<file path="src/sv/fpc_pkg.sv">
`default_nettype none
package fpc_pkg;

  typedef struct packed {
    logic        opcode;
    logic        is_double;
    logic [63:0] operand_a;
    logic [63:0] operand_b;
    logic [4:0]  predicate;
  } fpc_in_t;

  typedef struct packed {
    logic [63:0] mask;
    logic        zero_flag;
    logic        parity_flag;
    logic        carry_flag;
  } fpc_out_t;

  // class bits: unordered, less, equal, greater
  localparam logic [3:0] CLS_UN = 4'b0001;
  localparam logic [3:0] CLS_LT = 4'b0010;
  localparam logic [3:0] CLS_EQ = 4'b0100;
  localparam logic [3:0] CLS_GT = 4'b1000;

  localparam logic OP_MASK  = 1'b0;
  localparam logic OP_FLAGS = 1'b1;

  function automatic logic [3:0] pred_truth(input logic [3:0] p);
    logic [3:0] t;
    case (p)
      4'd0:    t = CLS_EQ;
      4'd1:    t = CLS_LT;
      4'd2:    t = CLS_LT | CLS_EQ;
      4'd3:    t = CLS_UN;
      4'd4:    t = CLS_UN | CLS_LT | CLS_GT;
      4'd5:    t = CLS_UN | CLS_EQ | CLS_GT;
      4'd6:    t = CLS_UN | CLS_GT;
      4'd7:    t = CLS_LT | CLS_EQ | CLS_GT;
      4'd8:    t = CLS_UN | CLS_EQ;
      4'd9:    t = CLS_UN | CLS_LT;
      4'd10:   t = CLS_UN | CLS_LT | CLS_EQ;
      4'd11:   t = 4'b0000;
      4'd12:   t = CLS_LT | CLS_GT;
      4'd13:   t = CLS_EQ | CLS_GT;
      4'd14:   t = CLS_GT;
      default: t = 4'b1111;
    endcase
    return t;
  endfunction

  // per-stage control carried along the pipe
  typedef struct packed {
    logic       opcode;
    logic       is_double;
    logic [3:0] pred;
  } fpc_ctl_t;

  // stage 1 -> 2: operand decode and split magnitude compares
  typedef struct packed {
    fpc_ctl_t    ctl;
    logic        nan;
    logic        both_zero;
    logic        neg_a;
    logic        neg_b;
    logic        hi_eq;
    logic        hi_lt;
    logic        lo_eq;
    logic        lo_lt;
  } fpc_dec_t;

endpackage
`default_nettype wire

</file>
<file path="src/sv/fpc_decode.sv">
`default_nettype none
module fpc_decode import fpc_pkg::*; (
  input  wire fpc_in_t  din,
  output fpc_dec_t      dout
);
  logic [63:0] a, b;
  logic        nan_a, nan_b, zero_a, zero_b;
  logic [31:0] ma_hi, mb_hi, ma_lo, mb_lo;

  always_comb begin
    a = din.is_double ? din.operand_a : {32'd0, din.operand_a[31:0]};
    b = din.is_double ? din.operand_b : {32'd0, din.operand_b[31:0]};
    if (din.is_double) begin
      nan_a  = (a[62:52] == 11'h7ff) && (a[51:0] != '0);
      nan_b  = (b[62:52] == 11'h7ff) && (b[51:0] != '0);
      zero_a = a[62:0] == '0;
      zero_b = b[62:0] == '0;
      ma_hi  = {1'b0, a[62:32]};
      mb_hi  = {1'b0, b[62:32]};
      dout.neg_a = a[63];
      dout.neg_b = b[63];
    end else begin
      nan_a  = (a[30:23] == 8'hff) && (a[22:0] != '0);
      nan_b  = (b[30:23] == 8'hff) && (b[22:0] != '0);
      zero_a = a[30:0] == '0;
      zero_b = b[30:0] == '0;
      ma_hi  = '0;
      mb_hi  = '0;
      dout.neg_a = a[31];
      dout.neg_b = b[31];
    end
    // low half: single uses only 31 magnitude bits
    ma_lo = din.is_double ? a[31:0] : {1'b0, a[30:0]};
    mb_lo = din.is_double ? b[31:0] : {1'b0, b[30:0]};
    dout.ctl.opcode    = din.opcode;
    dout.ctl.is_double = din.is_double;
    dout.ctl.pred      = din.predicate[3:0];
    dout.nan       = nan_a | nan_b;
    dout.both_zero = zero_a & zero_b;
    dout.hi_eq     = ma_hi == mb_hi;
    dout.hi_lt     = ma_hi < mb_hi;
    dout.lo_eq     = ma_lo == mb_lo;
    dout.lo_lt     = ma_lo < mb_lo;
  end
endmodule
`default_nettype wire

</file>
<file path="src/sv/fpc_classify.sv">
`default_nettype none
module fpc_classify import fpc_pkg::*; (
  input  wire fpc_dec_t din,
  output logic [3:0]    cls
);
  logic mag_eq, mag_lt;

  always_comb begin
    mag_eq = din.hi_eq & din.lo_eq;
    mag_lt = din.hi_lt | (din.hi_eq & din.lo_lt);
    if (din.nan)                    cls = CLS_UN;
    else if (din.both_zero)         cls = CLS_EQ;
    else if (din.neg_a != din.neg_b) cls = din.neg_a ? CLS_LT : CLS_GT;
    else if (mag_eq)                cls = CLS_EQ;
    else if (mag_lt)                cls = din.neg_a ? CLS_GT : CLS_LT;
    else                            cls = din.neg_a ? CLS_LT : CLS_GT;
  end
endmodule
`default_nettype wire

</file>
<file path="src/sv/fpc_result.sv">
`default_nettype none
module fpc_result import fpc_pkg::*; (
  input  wire fpc_ctl_t ctl,
  input  wire [3:0]     cls,
  output fpc_out_t      dout
);
  always_comb begin
    dout = '0;
    if (ctl.opcode == OP_FLAGS) begin
      dout.zero_flag   = |(cls & (CLS_UN | CLS_EQ));
      dout.parity_flag = |(cls & CLS_UN);
      dout.carry_flag  = |(cls & (CLS_UN | CLS_LT));
    end else if (|(pred_truth(ctl.pred) & cls)) begin
      dout.mask = ctl.is_double ? {64{1'b1}} : {32'd0, {32{1'b1}}};
    end
  end
endmodule
`default_nettype wire

</file>
<file path="src/sv/fp_compare_predicate_and_flags_unit.sv">
`default_nettype none
// Throughput: one word per cycle unless the output stalls; stage 1 decodes
// operands and splits the magnitude compare into 32-bit halves, stage 2
// classifies, stage 3 builds mask/flags. The whole pipe advances together
// when the output is empty or not stalled.
// Reset clears the valid bits; payload registers are not reset.
module fp_compare_predicate_and_flags_unit import fpc_pkg::*; (
  input  wire       clk,
  input  wire       rst,
  input  wire       in_valid,
  output logic      in_stall,
  input  wire fpc_in_t in_data,
  output logic      out_valid,
  input  wire       out_stall,
  output fpc_out_t  out_data
);
  logic     v1, v2;
  fpc_dec_t s1, dec;
  fpc_ctl_t c2;
  logic [3:0] cls2, cls;
  fpc_out_t res;
  logic     adv;

  assign adv      = !out_valid || !out_stall;
  assign in_stall = !adv;

  fpc_decode   u_dec (.din(in_data), .dout(dec));
  fpc_classify u_cls (.din(s1), .cls(cls));
  fpc_result   u_res (.ctl(c2), .cls(cls2), .dout(res));

  always_ff @(posedge clk) begin
    if (rst) begin
      v1 <= 1'b0;
      v2 <= 1'b0;
      out_valid <= 1'b0;
    end else if (adv) begin
      v1 <= in_valid;
      v2 <= v1;
      out_valid <= v2;
    end
    if (adv) begin
      s1 <= dec;
      c2 <= s1.ctl;
      cls2 <= cls;
      out_data <= res;
    end
  end

  a_cls_onehot: assert property (@(posedge clk) disable iff (rst)
    v2 |-> $onehot(cls2)) else $error("class not one-hot");
  a_hold: assert property (@(posedge clk) disable iff (rst)
    out_valid && out_stall |=> out_valid && $stable(out_data))
    else $error("output word changed under stall");
  a_flag_mask: assert property (@(posedge clk) disable iff (rst)
    out_valid && (out_data.mask != '0) |-> !out_data.zero_flag && !out_data.carry_flag)
    else $error("mask and flags both set");
  a_pipe: assert property (@(posedge clk) disable iff (rst)
    !in_stall && !out_stall |=> out_valid == $past(v2))
    else $error("pipe valid lost");
endmodule
`default_nettype wire

</file>
<file path="config.mk">
export PLATFORM = sky130hd
export DESIGN_NAME = fp_compare_predicate_and_flags_unit
export DESIGN_NICKNAME = d
export VERILOG_FILES = /design/src/sv/fpc_pkg.sv /design/src/sv/fpc_decode.sv /design/src/sv/fpc_classify.sv /design/src/sv/fpc_result.sv /design/src/sv/fp_compare_predicate_and_flags_unit.sv
export SDC_FILE = /design/constraint.sdc
export NUM_CORES = 1
export LEC_CHECK = 0
export BUFFER_PORTS_ARGS = -buffer_cell sky130_fd_sc_hd__buf_2
export CORE_ASPECT_RATIO = 1.5
export CORE_MARGIN = 3
export CORE_UTILIZATION = 50
export CTS_CLUSTER_DIAMETER = 200
export DETAILED_ROUTE_END_ITERATION = 12
export PLACE_DENSITY_LB_ADDON = 0.08
export REMOVE_ABC_BUFFERS = 1
export SETUP_SLACK_MARGIN = 0.02
export SLEW_MARGIN = 20
export SYNTH_ARGS = -nofsm -noshare
export SYNTH_HDL_FRONTEND = slang
export SYNTH_HIERARCHICAL = 1
export SYNTH_SLANG_ARGS = --single-unit
</file>
<file path="constraint.sdc">
create_clock -name clk -period 8.2 [get_ports clk]
set_input_delay 1.23 -clock clk [delete_from_list [all_inputs] [get_ports clk]]
set_output_delay 1.23 -clock clk [all_outputs]
set_load 0.02 [all_outputs]
</file>
## Word level (Yosys, flattened, before mapping)

Memories as Yosys holds them, arrays and structs flattened. A register that Yosys moved wholly into a read port is not among the register bits.
Index checks and enable logic that the tools add are counted.

| storage, ports and cells | value |
|---|---|
| ROM bits | 64 |
| input port bits | 139 |
| memories | 1 |
| flip-flop bits (word level) | 94 |

Memories:

| memory | words | bits a word | read ports | clocked after Yosys merged registers in | write ports | line | source |
|---|---|---|---|---|---|---|---|
| (name not given) | 16 | 4 | 1 | 1 | 0 | fpc_pkg.sv:30 | `case (p)` |

| cells by class | value |
|---|---|
| equal/unequal tests | 7 |
| multiplexer cells | 20 |
| bitwise gates (word level) | 7 |
| reduce and logical (&&, ||, !) cells | 21 |
| magnitude comparators | 2 |

Operators with widths:

| operator | number |
|---|---|
| $mux W64 | 3 |
| $logic_not A63 Y1 | 2 |
| $reduce_bool A52 Y1 | 2 |
| $mux W32 | 2 |
| $logic_not A31 Y1 | 2 |
| $mux W31 | 2 |
| $reduce_bool A23 Y1 | 2 |
| $eq A32 B32 Y1 | 1 |
| $lt A32 B32 Y1 | 1 |
| $eq A31 B31 Y1 | 1 |
| $lt A31 B31 Y1 | 1 |
| $mux W4 | 7 |
| $eq A11 B11 Y1 const B | 2 |
| $eq A8 B8 Y1 const B | 2 |
| $reduce_or A2 Y1 | 4 |
| $and A4 B4 Y4 | 1 |
| $logic_and A1 B1 Y1 | 4 |
| $mux W1 | 4 |
| $reduce_or A4 Y1 | 1 |
| $and A1 B1 Y1 | 3 |
| $logic_not A1 Y1 | 3 |
| $mux W3 | 1 |
| $mux W2 | 1 |
| $or A1 B1 Y1 | 2 |
| other kinds (3) | 3 |

## Depth between registers and ports, before layout

| logic depth | value |
|---|---|
| depth in word-level cells | 6 |
| mapped depth | 11 |
| depth with buffers taken out | 8 |

## Cells and area by module

Netlist, hierarchy kept.

By module, submodules not included:

| module | instances | cells each | seq. area each (sq um) | area each (sq um) |
|---|---|---|---|---|
| fp_compare_predicate_and_flags_unit | 1 | 104 | 2792.7 | 2861.5 |
| fpc_decode | 1 | 335 | 0.0 | 2279.7 |
| fpc_result | 1 | 85 | 0.0 | 639.4 |
| fpc_classify | 1 | 13 | 0.0 | 102.6 |

## Worst setup path after synthesis

Ideal clock, no wire load.

| timing | value |
|---|---|
| kind | input-to-reg |
| from | input out_stall |
| to | register c2[0] (netlist name) (enable) |
| setup slack | 4486 ps |
| buffers on the path | 1 |
| library setup time | 445 ps |
| stages on the path | 3 |
| data arrival time | 3269 ps |
| path through | and2_4 -> buf_6 -> inv_1 |

| between the ends | value |
|---|---|
| longest elaborated chain between the ends | 2 |

RTL lines:

| what | line | source |
|---|---|---|
| start: declaration | fp_compare_predicate_and_flags_unit.sv:14 | `input wire out_stall,` |
| $logic_not A1 Y1 | fp_compare_predicate_and_flags_unit.sv:24 | `assign adv = !out_valid \|\| !out_stall;` |
| $logic_or A1 B1 Y1 | fp_compare_predicate_and_flags_unit.sv:24 |  |
| net adv | fp_compare_predicate_and_flags_unit.sv:22 | `logic adv;` |
| end signal: assignment | fp_compare_predicate_and_flags_unit.sv:43 | `c2 <= s1.ctl;` |
| end: declaration | fp_compare_predicate_and_flags_unit.sv:19 | `fpc_ctl_t c2;` |

The timed path passes the listed nets, and every way through them passes these cells.
A chain may end at the register's enable or synchronous reset.

==> flow_metrics.tcl <==
set metrics [dict create \
    r2r-end "out_data[39]$_DFFE_PP_" \
    maxSlewHeadroom_pct 33.1 \
    dieArea_um2 13100 \
    synth_cell_type_count 47 \
    post-route-min-period_ps 3420 \
    clkPwrFrac_pct 31.6 \
    fin_nets 885 \
    post_cts_buffers 0 \
    antenna_found_initial 0 \
    worstSetupStartpointType "input port" \
    worst_pin_slew_ps 1000 \
    preCtsSetupSlack_ps 4430 \
    min_path_type "reg2reg" \
    dr_total_vias 4372 \
    drive_gt1_share_pct 34.6 \
    pwr-share-seq_pct 47.8 \
    syn_to_final_growth_pct 16.7 \
    synth_seq_cells 94 \
    hold_end "c2[5]$_DFFE_PP_" \
    hold-worst-slack_ps 422 \
    first_global_vias 4238 \
    drv_slew 0 \
    drt_pre_antenna_iters 4 \
    reg2reg_from "c2[0]$_DFFE_PP_" \
    p_sw_share_pct 26.5 \
    reg2regPathDepth 7 \
    rows 47 \
    grtUsageTotal_pct 17.7 \
    ant_nets 0 \
    grt_overflow 0 \
    yosysSeqAreaShare_pct 47.5 \
    power.switching_mw 0.335 \
    cts_htree_levels 3 \
    ys_warn_count 6 \
    critPathKind "in2reg" \
    num_antenna_cells 0 \
    path_max_fanout 73 \
    cts_tree "done" \
    grt_pass1_wl_um 18600 \
    worstSetupEndpointType "register" \
    comb_power_share_pct 20.5 \
    hold_depth 0 \
    clk_pin_slew_ps 60 \
    hpwl_um 9670 \
    async_reset_ff_share_pct 0 \
    fin_crit_sh_pct 41.7 \
    cts_hold_buf 0 \
    fin_ws_ps 4780 \
    port_buffers 206 \
    peakVddDrop_mv 0.0962 \
    cp_data_required_time_ps 8280 \
    outcome "finished, final reports clean" \
    final.fill_count 975 \
    route.final.wire_length_um 11800 \
    worstPathArrival_ps 3490 \
    fp.dieW_um 94.6 \
    synthFlopType "edfxtp_1" \
    p_leak_nw 3.31 \
    numCtsBuffers 9 \
    synth_area_um2 5880 \
    setup_tns_ps 0 \
    wl_per_cell_um 14.2 \
    cts_buffer_depth 2 \
    root_buffer "clkbuf_16" \
    hold_viol_final 0 \
    ioPinCount 208 \
    die_y_um 139 \
    drtIter0Drc 167 \
    gp_congestion 0.854 \
    synth-edff-count 91 \
    worstSkewPairLatency_ps 330 \
    finalSetupViolCount 0 \
    viasPerCell 5.26 \
    r2r_slack_ps 6280 \
    drc 0 \
    timing.fmax_mhz 293 \
    cts.sink_count 94 \
    p_int_mw 0.931 \
    rsz0062_at_grt "no" \
    grt_max_degree 79 \
    start_util_pct 52.1 \
    hp-start "s1[13]$_DFFE_PP_" \
    power.density_nw_per_um2 184 \
    maxCapViolCount 0 \
    avgSynthCellArea_um2 11.0 \
    postCtsResizedCells 0 \
    core_area_um2 11300 \
    skew_ps 5.84 \
    netlist_instances 537 \
]
worst max path at each step:
stage / startpoint / to / slack (ps) / cells past startpoint
after floorplan: out_stall / c2[0]$_DFFE_PP_ / 4560 / 2
after global placement: in_data[133] / s1[2]$_DFFE_PP_ / 4480 / 7
after detailed placement: in_data[133] / s1[2]$_DFFE_PP_ / 4430 / 7
after CTS: in_data[133] / s1[2]$_DFFE_PP_ / 4770 / 7
after global routing: in_data[133] / s1[2]$_DFFE_PP_ / 4410 / 7
final: in_data[133] / s1[2]$_DFFE_PP_ / 4780 / 7
routing by layer:
| layer | global-route usage [%] | routed length, um |
|---|---|---|
| met1 | 18.8 | 4190 |
| met2 | 34.1 | 6600 |
| met3 | 2.12 | 711 |
| met4 | 7.22 | 292 |
| met5 | 0 | 0 |
power by group through the flow:
stage / Combinational (mW) / Sequential, mW / Clock, mW
2_1_floorplan: 0.0892 / 0.675 / 0
3_3_place_gp: 0.256 / 0.614 / 0
3_5_place_dp: 0.261 / 0.616 / 0
4_1_cts: 0.263 / 0.607 / 0.410
5_1_grt: 0.288 / 0.611 / 0.430
6_report: 0.260 / 0.606 / 0.401
cells in the final DEF, fill, tap and decap left out, types with 5 or more instances in the layout:
| cell | instances |
|---|---|
| o21ai_0 | 7 |
| and2_1 | 33 |
| clkbuf_16 | 9 |
| nor2_1 | 12 |
| a21o_1 | 10 |
| nand4_1 | 25 |
| nand2b_1 | 5 |
| nor3_1 | 12 |
| inv_1 | 37 |
| edfxtp_1 | 91 |
| nand3_1 | 5 |
| buf_2 | 206 |
| ha_1 | 67 |
| a21oi_1 | 27 |
| nand2_1 | 46 |
| nor2b_1 | 6 |
| nor4_1 | 26 |
critical path, stage by stage:
cell and delay, ps:
buf_2 750, nand2_1 130, ha_1 370, nand4_1 150
nor4_1 410, o311ai_0 200, and4_1 240
cells in the mapped netlist (3+ instances only):
| cell type | n | area (um^2) |
|---|---|---|
| edfxtp_1 | 91 | 2730 |
| buf_4 | 69 | 518 |
| ha_1 | 67 | 838 |
| nand2_1 | 46 | 173 |
| inv_1 | 38 | 143 |
| and2_1 | 33 | 206 |
| a21oi_1 | 27 | 135 |
| nor4_1 | 26 | 163 |
| nand4_1 | 25 | 156 |
| nor2_1 | 12 | 45.0 |
| nor3_1 | 12 | 60.1 |
| a21o_1 | 10 | 75.1 |
| clkbuf_1 | 7 | 26.3 |
| o21ai_0 | 7 | 35.0 |
| nor2b_1 | 6 | 37.5 |
| nand2b_1 | 5 | 31.3 |
| nand3_1 | 5 | 25.0 |
| a211oi_1 | 4 | 30.0 |
| and3_1 | 4 | 25.0 |
| o211ai_1 | 4 | 30.0 |
| a31oi_1 | 3 | 18.8 |
| dfxtp_1 | 3 | 60.1 |
| mux2i_1 | 3 | 30.0 |
cell families (layout without fill, tap and decap cells):
kind of cell,Yosys count,count (layout),share of synthesized area (%)
xor gates and xnor gates,2,2,0.298
AOI/OAI and AO/OA,68,68,7.38
muxes,5,5,0.893
adders and majority gates,67,67,14.2
buffers and inverters,116,263,11.9
DFF,94,94,47.5
and+or+nand+nor,185,185,17.8
through the flow:
step | util [%] | std cells | instance area, um^2 | power [mW]
final | 60.8 | 831 | 6870 | 1.27
after global routing | 60.8 | 831 | 6870 | 1.33
after CTS | 60.8 | 831 | 6870 | 1.28
after detailed placement | 58.2 | 815 | 6570 | 0.877
after global placement | 58.2 | 815 | 6570 | 0.870
after floorplan | - | 459 | 5320 | 0.764
layout make-up:
cell class | count | area (um^2) | area share (%)
clock buffers | 10 | 229 | 3.34
clock inverters | 6 | 68.8 | 1.00
inverters | 38 | 144 | 2.10
multi-input cells | 327 | 2390 | 34.9
flip-flops and latches | 94 | 2790 | 40.7
well taps | 147 | 184 | 2.68
repair buffers | 209 | 1050 | 15.3
registers in the layout, summed over array words and instances (netlist names):
register,cells
c2,6
out_data,67
cls2,4
out_valid,1
v1,1
s1,14
v2,1
(Power assumes the default switching activity.)
